## config.mk

```make
export PLATFORM = sky130hd
export DESIGN_NAME = pcx_rle_plane_decoder
export DESIGN_NICKNAME = d
export VERILOG_FILES = /design/src/sv/pcxrle_pkg.sv /design/src/sv/pcxrle_ctrl.sv /design/src/sv/pcxrle_dp.sv /design/src/sv/pcx_rle_plane_decoder.sv
export VERILOG_INCLUDE_DIRS = /design/src /design/src/sv
export SDC_FILE = /design/constraint.sdc
export NUM_CORES = 1
export LEC_CHECK = 0
export BUFFER_PORTS_ARGS = -buffer_cell sky130_fd_sc_hd__buf_4
export CORE_MARGIN = 5
export CORE_UTILIZATION = 35
export CTS_CLUSTER_SIZE = 16
export DETAILED_ROUTE_END_ITERATION = 7
export PLACE_DENSITY = 0.62
export SKIP_CTS_REPAIR_TIMING = 1
export SKIP_LAST_GASP = 1
export SYNTH_ARGS = -nofsm -noshare
export SYNTH_HDL_FRONTEND = slang
export SYNTH_SLANG_ARGS = --single-unit
```

## constraint.sdc

```tcl
create_clock -name clk -period 5.95 [get_ports clk]
set_input_delay 1.19 -clock clk [delete_from_list [all_inputs] [get_ports clk]]
set_output_delay 1.19 -clock clk [all_outputs]
set_load 0.02 [all_outputs]
```

## src/sv/pcx_rle_plane_decoder_defines.svh

```systemverilog
// Assertion macros used by the PCX run-length decoder datapath.
`ifndef PCX_RLE_PLANE_DECODER_DEFINES_SVH
`define PCX_RLE_PLANE_DECODER_DEFINES_SVH

// Check a condition at every clock edge outside reset.
`define PCXRLE_ASSERT(lbl, cond, msg) \
    lbl: assert property (@(posedge clk) disable iff (!rst_n) (cond)) else $error(msg);

// Check that a trigger is followed by a consequence in the next cycle.
`define PCXRLE_ASSERT_NEXT(lbl, ante, cons, msg) \
    lbl: assert property (@(posedge clk) disable iff (!rst_n) (ante) |=> (cons)) \
        else $error(msg);

`endif

```

## src/sv/pcxrle_pkg.sv

```systemverilog
// Types and constants of the PCX run-length plane decoder.
`default_nettype none

package pcxrle_pkg;

    localparam int CFG_IDX_BITS = 3;

    localparam logic [CFG_IDX_BITS-1:0] CFG_ONE_BIT_MODE   = 3'd0;
    localparam logic [CFG_IDX_BITS-1:0] CFG_BYTES_PER_LINE = 3'd1;
    localparam logic [CFG_IDX_BITS-1:0] CFG_PLANE_COUNT    = 3'd2;
    localparam logic [CFG_IDX_BITS-1:0] CFG_IMAGE_WIDTH    = 3'd3;
    localparam logic [CFG_IDX_BITS-1:0] CFG_IMAGE_HEIGHT   = 3'd4;

    localparam logic [7:0] RUN_MARK_MASK = 8'hC0;
    localparam logic [7:0] RUN_LEN_MASK  = 8'h3F;
    localparam logic [3:0] PIX_PER_BYTE  = 4'd8;

    typedef enum logic [0:0] {
        ST_BYTE,
        ST_RUN
    } ctrl_state_t;

    typedef struct packed {
        logic emit;
        logic use_held;
        logic last;
        logic arm_run;
        logic clear_pending;
        logic load_remain;
    } ctrl_cmd_t;

    typedef struct packed {
        logic finished;
        logic load_ok;
        logic run_pending;
        logic is_marker;
        logic run_len_zero;
        logic run_len_one;
        logic remain_one;
        logic emit_done;
    } dp_status_t;

endpackage

`default_nettype wire

```

## src/sv/pcxrle_ctrl.sv

```systemverilog
// Controller state machine of the PCX run-length decoder.
`default_nettype none

module pcxrle_ctrl (
    input  wire                     clk,
    input  wire                     rst_n,
    input  wire                     in_valid,
    output logic                    in_ready,
    input  wire pcxrle_pkg::dp_status_t status,
    output pcxrle_pkg::ctrl_cmd_t   cmd
);
    import pcxrle_pkg::*;

    ctrl_state_t state_reg;
    ctrl_state_t state_next;
    logic        accept;
    logic        live;

    assign in_ready = (state_reg == ST_BYTE) && (status.load_ok || status.finished);
    assign accept   = in_valid && in_ready;
    assign live     = accept && !status.finished;

    always_ff @(posedge clk or negedge rst_n)
    begin
        if (!rst_n)
        begin
            state_reg <= ST_BYTE;
        end
        else
        begin
            state_reg <= state_next;
        end
    end

    // Next state: enter the run state only while repeats remain.
    always_comb
    begin
        state_next = state_reg;
        case (state_reg)
            ST_BYTE:
            begin
                if (live && status.run_pending && !status.run_len_zero
                    && !status.run_len_one && !status.emit_done)
                begin
                    state_next = ST_RUN;
                end
            end
            ST_RUN:
            begin
                if (status.load_ok && (status.remain_one || status.emit_done))
                begin
                    state_next = ST_BYTE;
                end
            end
            default: state_next = ST_BYTE;
        endcase
    end

    // Commands to the datapath.
    always_comb
    begin
        cmd = '0;
        case (state_reg)
            ST_BYTE:
            begin
                if (live)
                begin
                    if (status.run_pending)
                    begin
                        cmd.clear_pending = 1'b1;
                        if (!status.run_len_zero)
                        begin
                            cmd.emit        = 1'b1;
                            cmd.load_remain = 1'b1;
                            cmd.last        = status.run_len_one || status.emit_done;
                        end
                    end
                    else if (status.is_marker)
                    begin
                        cmd.arm_run = 1'b1;
                    end
                    else
                    begin
                        cmd.emit = 1'b1;
                        cmd.last = 1'b1;
                    end
                end
            end
            ST_RUN:
            begin
                cmd.use_held = 1'b1;
                if (status.load_ok)
                begin
                    cmd.emit = 1'b1;
                    cmd.last = status.remain_one || status.emit_done;
                end
            end
            default: cmd = '0;
        endcase
    end

endmodule

`default_nettype wire

```

## src/sv/pcxrle_dp.sv

```systemverilog
// Datapath of the PCX run-length decoder: registers, counters, output stage.
`default_nettype none

`include "pcx_rle_plane_decoder_defines.svh"

module pcxrle_dp #(
    parameter int MAX_PLANES = 8,
    parameter int COORD_BITS = 16
) (
    input  wire                          clk,
    input  wire                          rst_n,
    input  wire                          cfg_we,
    input  wire [pcxrle_pkg::CFG_IDX_BITS-1:0] cfg_index,
    input  wire [15:0]                   cfg_data,
    input  wire [7:0]                    in_byte,
    input  wire pcxrle_pkg::ctrl_cmd_t   cmd,
    output pcxrle_pkg::dp_status_t       status,
    output logic                         out_valid,
    input  wire                          out_ready,
    output logic [COORD_BITS-1:0]        out_row,
    output logic [COORD_BITS-1:0]        out_column,
    output logic [7:0]                   out_value,
    output logic [2:0]                   out_plane,
    output logic [3:0]                   pixels_valid,
    output logic                         last_in_run,
    output logic                         image_done
);
    import pcxrle_pkg::*;

    localparam logic [3:0] MAX_NP = 4'(MAX_PLANES);

    // Configuration registers.
    logic        one_bit_reg;
    logic [15:0] bpl_reg;
    logic [3:0]  planes_reg;
    logic [15:0] width_reg;
    logic [15:0] height_reg;

    // Decode state.
    logic        pending_reg;
    logic [5:0]  run_len_reg;
    logic [5:0]  remain_reg;
    logic [7:0]  held_reg;
    logic [15:0] lbc_reg;
    logic [2:0]  plane_reg;
    logic [15:0] row_reg;
    logic        finished_reg;
    logic        out_valid_reg;

    // Output payload.
    logic [COORD_BITS-1:0] row_out_reg;
    logic [COORD_BITS-1:0] col_out_reg;
    logic [7:0]            value_out_reg;
    logic [2:0]            plane_out_reg;
    logic [3:0]            valid_out_reg;
    logic                  last_out_reg;
    logic                  done_out_reg;

    logic [15:0] bpl_eff;
    logic [3:0]  np_eff;
    logic [15:0] h_eff;
    logic [16:0] lbc_inc;
    logic [3:0]  plane_inc;
    logic [16:0] row_inc;
    logic        line_end;
    logic        planes_end;
    logic        rows_end;
    logic        emit_done;
    logic [18:0] col_wide;
    logic [18:0] width_wide;
    logic [18:0] width_left;
    logic [15:0] col_now;
    logic [3:0]  valid_now;
    logic        load_ok;

    assign bpl_eff = (bpl_reg == 16'd0) ? 16'd1 : bpl_reg;
    assign h_eff   = (height_reg == 16'd0) ? 16'd1 : height_reg;

    always_comb
    begin
        if (planes_reg == 4'd0)
        begin
            np_eff = 4'd1;
        end
        else if (planes_reg > MAX_NP)
        begin
            np_eff = MAX_NP;
        end
        else
        begin
            np_eff = planes_reg;
        end
    end

    assign lbc_inc    = {1'b0, lbc_reg} + 17'd1;
    assign plane_inc  = {1'b0, plane_reg} + 4'd1;
    assign row_inc    = {1'b0, row_reg} + 17'd1;
    assign line_end   = lbc_inc >= {1'b0, bpl_eff};
    assign planes_end = plane_inc >= np_eff;
    assign rows_end   = row_inc >= {1'b0, h_eff};
    assign emit_done  = line_end && planes_end && rows_end;

    // Pixel coverage against the unwrapped column.
    assign col_wide   = {lbc_reg, 3'b000};
    assign width_wide = {3'b000, width_reg};
    assign width_left = width_wide - col_wide;

    always_comb
    begin
        if (one_bit_reg)
        begin
            col_now = col_wide[15:0];
            if (col_wide >= width_wide)
            begin
                valid_now = 4'd0;
            end
            else if (width_left >= 19'(PIX_PER_BYTE))
            begin
                valid_now = PIX_PER_BYTE;
            end
            else
            begin
                valid_now = width_left[3:0];
            end
        end
        else
        begin
            col_now   = lbc_reg;
            valid_now = (lbc_reg < width_reg) ? 4'd1 : 4'd0;
        end
    end

    assign load_ok = !out_valid_reg || out_ready;

    assign status.finished     = finished_reg;
    assign status.load_ok      = load_ok;
    assign status.run_pending  = pending_reg;
    assign status.is_marker    = (in_byte & RUN_MARK_MASK) == RUN_MARK_MASK;
    assign status.run_len_zero = run_len_reg == 6'd0;
    assign status.run_len_one  = run_len_reg == 6'd1;
    assign status.remain_one   = remain_reg == 6'd1;
    assign status.emit_done    = emit_done;

    // Configuration writes.
    always_ff @(posedge clk or negedge rst_n)
    begin
        if (!rst_n)
        begin
            one_bit_reg <= 1'b0;
            bpl_reg     <= 16'd1;
            planes_reg  <= 4'd1;
            width_reg   <= 16'd1;
            height_reg  <= 16'd1;
        end
        else if (cfg_we)
        begin
            case (cfg_index)
                CFG_ONE_BIT_MODE:   one_bit_reg <= cfg_data[0];
                CFG_BYTES_PER_LINE: bpl_reg     <= cfg_data;
                CFG_PLANE_COUNT:    planes_reg  <= cfg_data[3:0];
                CFG_IMAGE_WIDTH:    width_reg   <= cfg_data;
                CFG_IMAGE_HEIGHT:   height_reg  <= cfg_data;
                default:            ;
            endcase
        end
    end

    // Run and position counters.
    always_ff @(posedge clk or negedge rst_n)
    begin
        if (!rst_n)
        begin
            pending_reg   <= 1'b0;
            run_len_reg   <= 6'd0;
            remain_reg    <= 6'd0;
            lbc_reg       <= 16'd0;
            plane_reg     <= 3'd0;
            row_reg       <= 16'd0;
            finished_reg  <= 1'b0;
            out_valid_reg <= 1'b0;
        end
        else
        begin
            if (cmd.arm_run)
            begin
                pending_reg <= 1'b1;
                run_len_reg <= 6'(in_byte & RUN_LEN_MASK);
            end
            else if (cmd.clear_pending)
            begin
                pending_reg <= 1'b0;
            end

            if (cmd.load_remain)
            begin
                remain_reg <= run_len_reg - 6'd1;
            end
            else if (cmd.emit && cmd.use_held)
            begin
                remain_reg <= remain_reg - 6'd1;
            end

            if (cmd.emit)
            begin
                if (line_end)
                begin
                    lbc_reg <= 16'd0;
                    if (planes_end)
                    begin
                        plane_reg <= 3'd0;
                        row_reg   <= row_inc[15:0];
                        if (rows_end)
                        begin
                            finished_reg <= 1'b1;
                        end
                    end
                    else
                    begin
                        plane_reg <= plane_inc[2:0];
                    end
                end
                else
                begin
                    lbc_reg <= lbc_inc[15:0];
                end
            end

            if (cmd.emit)
            begin
                out_valid_reg <= 1'b1;
            end
            else if (out_ready)
            begin
                out_valid_reg <= 1'b0;
            end
        end
    end

    // Held run value and output payload.
    always_ff @(posedge clk)
    begin
        if (cmd.load_remain)
        begin
            held_reg <= in_byte;
        end
        if (cmd.emit)
        begin
            row_out_reg   <= row_reg[COORD_BITS-1:0];
            col_out_reg   <= col_now[COORD_BITS-1:0];
            value_out_reg <= cmd.use_held ? held_reg : in_byte;
            plane_out_reg <= plane_reg;
            valid_out_reg <= valid_now;
            last_out_reg  <= cmd.last;
            done_out_reg  <= emit_done;
        end
    end

    assign out_valid    = out_valid_reg;
    assign out_row      = row_out_reg;
    assign out_column   = col_out_reg;
    assign out_value    = value_out_reg;
    assign out_plane    = plane_out_reg;
    assign pixels_valid = valid_out_reg;
    assign last_in_run  = last_out_reg;
    assign image_done   = done_out_reg;

    `PCXRLE_ASSERT(a_emit_has_room, !cmd.emit || load_ok, "emit while output stage full")
    `PCXRLE_ASSERT(a_no_emit_after_done, !(cmd.emit && finished_reg), "emit after last row")
    `PCXRLE_ASSERT(a_run_has_repeats, !(cmd.emit && cmd.use_held) || (remain_reg != 6'd0),
        "run repeat with empty count")
    `PCXRLE_ASSERT_NEXT(a_done_sets_finished, cmd.emit && emit_done,
        finished_reg && done_out_reg && last_out_reg, "image completion not recorded")

endmodule

`default_nettype wire

```

## src/sv/pcx_rle_plane_decoder.sv

```systemverilog
// Top level of the PCX run-length plane decoder.
//
//  channel   direction  handshake              payload
//  -------   ---------  ---------------------  ---------------------------------------
//  config    in         cfg_we                 cfg_index, cfg_data
//  input     in         in_valid / in_ready    in_byte
//  result    out        out_valid / out_ready  out_row, out_column, out_value,
//                                              out_plane, pixels_valid, last_in_run,
//                                              image_done
//
// For a run, the value byte is accepted with the first result, then the controller
// stays in its run state for the remaining repeats, one result a cycle through the
// single output register unless out_ready stalls it, with in_ready low. Reset (rst_n,
// asynchronous) clears all control state and sets the registers to their defaults;
// no clearing pass follows. When out_ready is low the output register holds its
// transaction and input is held off until it drains. After the last row every input
// transaction is accepted and dropped until reset.
`default_nettype none

module pcx_rle_plane_decoder #(
    parameter int MAX_PLANES = 8,
    parameter int COORD_BITS = 16
) (
    input  wire                                clk,
    input  wire                                rst_n,
    // Configuration write port
    input  wire                                cfg_we,
    input  wire [pcxrle_pkg::CFG_IDX_BITS-1:0] cfg_index,
    input  wire [15:0]                         cfg_data,
    // Compressed byte stream
    input  wire                                in_valid,
    output logic                               in_ready,
    input  wire [7:0]                          in_byte,
    // Decoded bytes
    output logic                               out_valid,
    input  wire                                out_ready,
    output logic [COORD_BITS-1:0]              out_row,
    output logic [COORD_BITS-1:0]              out_column,
    output logic [7:0]                         out_value,
    output logic [2:0]                         out_plane,
    output logic [3:0]                         pixels_valid,
    output logic                               last_in_run,
    output logic                               image_done
);
    import pcxrle_pkg::*;

    ctrl_cmd_t  cmd;
    dp_status_t status;

    // Controller: decides per transaction whether to arm a run, emit, or repeat.
    pcxrle_ctrl u_ctrl (
        .clk      (clk),
        .rst_n    (rst_n),
        .in_valid (in_valid),
        .in_ready (in_ready),
        .status   (status),
        .cmd      (cmd)
    );

    // Datapath: configuration, line/plane/row counters and the output register.
    pcxrle_dp #(
        .MAX_PLANES (MAX_PLANES),
        .COORD_BITS (COORD_BITS)
    ) u_dp (
        .clk          (clk),
        .rst_n        (rst_n),
        .cfg_we       (cfg_we),
        .cfg_index    (cfg_index),
        .cfg_data     (cfg_data),
        .in_byte      (in_byte),
        .cmd          (cmd),
        .status       (status),
        .out_valid    (out_valid),
        .out_ready    (out_ready),
        .out_row      (out_row),
        .out_column   (out_column),
        .out_value    (out_value),
        .out_plane    (out_plane),
        .pixels_valid (pixels_valid),
        .last_in_run  (last_in_run),
        .image_done   (image_done)
    );

endmodule

`default_nettype wire

```

==> results by group <==
Global route
  • Gr usage total: 15.43%
  • Global route overflow: 0
  • Largest net degree at the start of global routing: 67
  • First-pass GRT wire length: 35780 um
  • Initial antenna violation count: 0
  • Vias in the first global route: 6632

Hold path
  • Worst hold-check path type: flip-flop to flip-flop

Status
  • Status: completed

Timing
  • RSZ-0062 raised after global routing: false
  • Clk_skew: 0.02035 ns
  • Fin. max-slew vios: 0
  • FMAX: 0.2240 GHz
  • Tightest Pin Transition: 0.9473 ns
  • Relative slew margins: 36.85%
  • Final setup TNS: 0 ns
  • Worst setup margin: 1.486 ns
  • Hold Violations, Final: 0
  • Final period utilization: 75.02%
  • Final Setup Violations: 0
  • Fin crit period: 4.464 ns

Power
  • VDD IR max: 0.0001954 V
  • Switching part of the total: 39.50%
  • Internal Power: 2.868 mW
  • Sequential power share: 37.9%
  • Comb pwr share: 39.5%
  • Net Switching: 1.873 mW
  • Leak: 4.696 nW
  • Power per cell area: 449.9 nW/um^2
  • Clock network power share: 22.6%

Synth
  • Synth Net Count: 973
  • Share of the synthesized area in the top cell type: 27.78%
  • Top cells by count, synth: dfrtp_1, nand2_1, inv_1, ha_1, o21ai_0
  • Ys flop type: dfrtp_1
  • Post-synthesis sequential area ratio: 47.94%
  • Post-synth EDFFs: 57
  • Synth Warn #: 0
  • Main area contributors after synthesis: dfrtp_1, edfxtp_1, ha_1
  • FFs w/ async S/R, synth: 64.60%
  • Mapped cell area: 9009 sq um
  • Seq cells post-synth: 161
  • Mean post-synth cell area: 10.37 sq um
  • Most frequent cell after synthesis: dfrtp_1
  • Unique masters post-synth: 67
  • Cells after synthesis: 869
  • Post-synth top area cell: dfrtp_1

Detailed routing
  • Routed Antenna Nets: 0
  • Routed wire per std cell: 16.93 um
  • Pre-antenna DRT Iters: 5
  • Starting DRC count in detailed routing: 577
  • Final WL: 21850 um
  • Via density: 5.176
  • DRC violations left: 0
  • Routed vias: 6682

Setup path
  • CP top delay family: simple AND/OR/NAND/NOR gates
  • Crit-path slowest cell: nor4_1
  • Worst path cell trace: nand3_1 > nor4_1 > nand3_1 > nor2_1 > xor2_1 > ha_1 > nand3_1 > o22ai_1 > o21a_1 > o21ai_0 > nand2_1 > or2_2 > nor2_1 > mux2_2
  • CP endpoint kind: flip-flop
  • Req. time, crit path: 6.32 ns
  • Kind of critical path: flip-flop to flip-flop
  • Worst Path Arrival: 4.83 ns
  • Slowest stage delay, CP: 0.72 ns
  • CP most frequent cell: nand3_1
  • Critical path launch point type: flip-flop
  • Crit path buf inv count: 0
  • Worst-path fanout max: 23
  • R2R setup slack: 1.49 ns

Run
  • Max-capacitance violation count: 0

Final layout
  • Layout area overhead: 16.99%
  • N_diodes: 0
  • Layout cells sized above 1: 18.42%
  • Nets@finish: 1052

CTS
  • H-Tree Depth: 4
  • Clock tree from TritonCTS: yes
  • TritonCTS Buffers: 17
  • Skew-Pair Late Insertion Delay: 0.44 ns
  • Clock tree root driver cell: clkbuf_16
  • Longest Clk Path Bufs: 2
  • Worst-path clk slew: 0.07 ns
  • Num Clock Sinks: 161

Floorplanning
  • IO Count: 83
  • Num rows: 58
  • Initial core utilization: 35.67%
  • Die area: 29050 sq um
  • Die X: 170.4 um
  • Core box area: 25250 sq um
  • Die Y: 170.4 um

Placement
  • RD Place Congestion: 0.8730
  • DP Wirelength: 15920 um
  • Place WS: 1.577 ns
  • Port Buffers: 82
-- power groups by stage --
stage	sequential (mW)	combinational (mW)	clock, mW
5_1_grt	1.84	2.09	1.14
4_1_cts	1.80	1.89	1.10
2_1_floorplan	1.93	1.10	0
3_5_place_dp	1.81	1.87	0
6_report	1.80	1.87	1.07
3_3_place_gp	1.81	1.85	0
-- worst register-to-register path: stages, from the launching register on --
cell and delay (ns):
dfrtp_1 0.56, nand3_1 0.17, nor4_1 0.72, nand3_1 0.38, nor2_1 0.25, xor2_1 0.17, ha_1 0.26, nand3_1 0.11
o22ai_1 0.09, o21a_1 0.16, o21ai_0 0.15, nand2_1 0.11, or2_2 0.51, nor2_1 0.51, mux2_2 0.25
-- cells in the final DEF, fill, tap and decap left out, drive strengths merged, types with 5 or more instances in the layout --
| cell | instances |
|---|---|
| nand2 | 86 |
| nand4 | 20 |
| and3 | 7 |
| nand3 | 27 |
| mux2 | 40 |
| buf | 88 |
| a22o | 7 |
| o21ai | 69 |
| ha | 71 |
| xor2 | 21 |
| nand2b | 6 |
| a21oi | 28 |
| a21o | 16 |
| o211ai | 6 |
| nor2b | 12 |
| inv | 85 |
| clkbuf | 18 |
| nor2 | 45 |
| nor3 | 19 |
| xnor2 | 36 |
| o21a | 5 |
| edfxtp | 57 |
| o22ai | 9 |
| nor4 | 13 |
| dfrtp | 100 |
-- per-layer routing --
metal,track usage (%),vias to the layer above,routed length (um)
li1,-,3259,-
met3,2.950,22,957
met2,24.07,146,10020
met1,22.05,3255,10490
met4,4.201,0,383
met5,0,-,0
-- worst paths after layout --
check,from,to,cells after the start
max in group asynchronous,rst_n,u_dp.width_reg[0],2
min in group asynchronous,rst_n,u_dp.run_len_reg[4],1
hold / removal,u_dp.width_reg[3],u_dp.width_reg[3],1
hold reg to reg,u_dp.width_reg[3],u_dp.width_reg[3],1
setup reg to reg,u_dp.lbc_reg[0],u_dp.lbc_reg[0],14
setup / recovery,u_dp.lbc_reg[0],u_dp.lbc_reg[0],14
-- through the flow --
step	std cells	power, mW	util (%)	cell area (sq um)	hold slack (ns)
after detailed placement	1259	3.684	39.46	9965	0.5074
after CTS	1291	4.785	41.73	10540	0.5225
after global routing	1291	5.079	41.73	10540	0.5473
after global placement	1259	3.664	39.46	9965	0.4921
final	1291	4.741	41.73	10540	0.5188
after floorplan	869	3.034	-	9009	0.4231
-- logic make-up after synthesis --
group,share of synthesized area [%]
xor+xnor,5.542
fa+ha+maj,10.08
flops,47.94
compound gates,12.10
buf+inv,4.611
mux,5.444
simple gates,14.28
-- layout make-up --
class / instances / area [sq um]
Fill cell: 2489 / 14720
Sequential cell: 161 / 4319
Multi-Input combinational cell: 602 / 4279
Timing Repair Buffer: 88 / 660.6
Clock buffer: 18 / 429.2
Tap cell: 330 / 412.9
Inverter: 78 / 292.8
Clock inverter: 14 / 145.1
(Power assumes the default switching activity.)
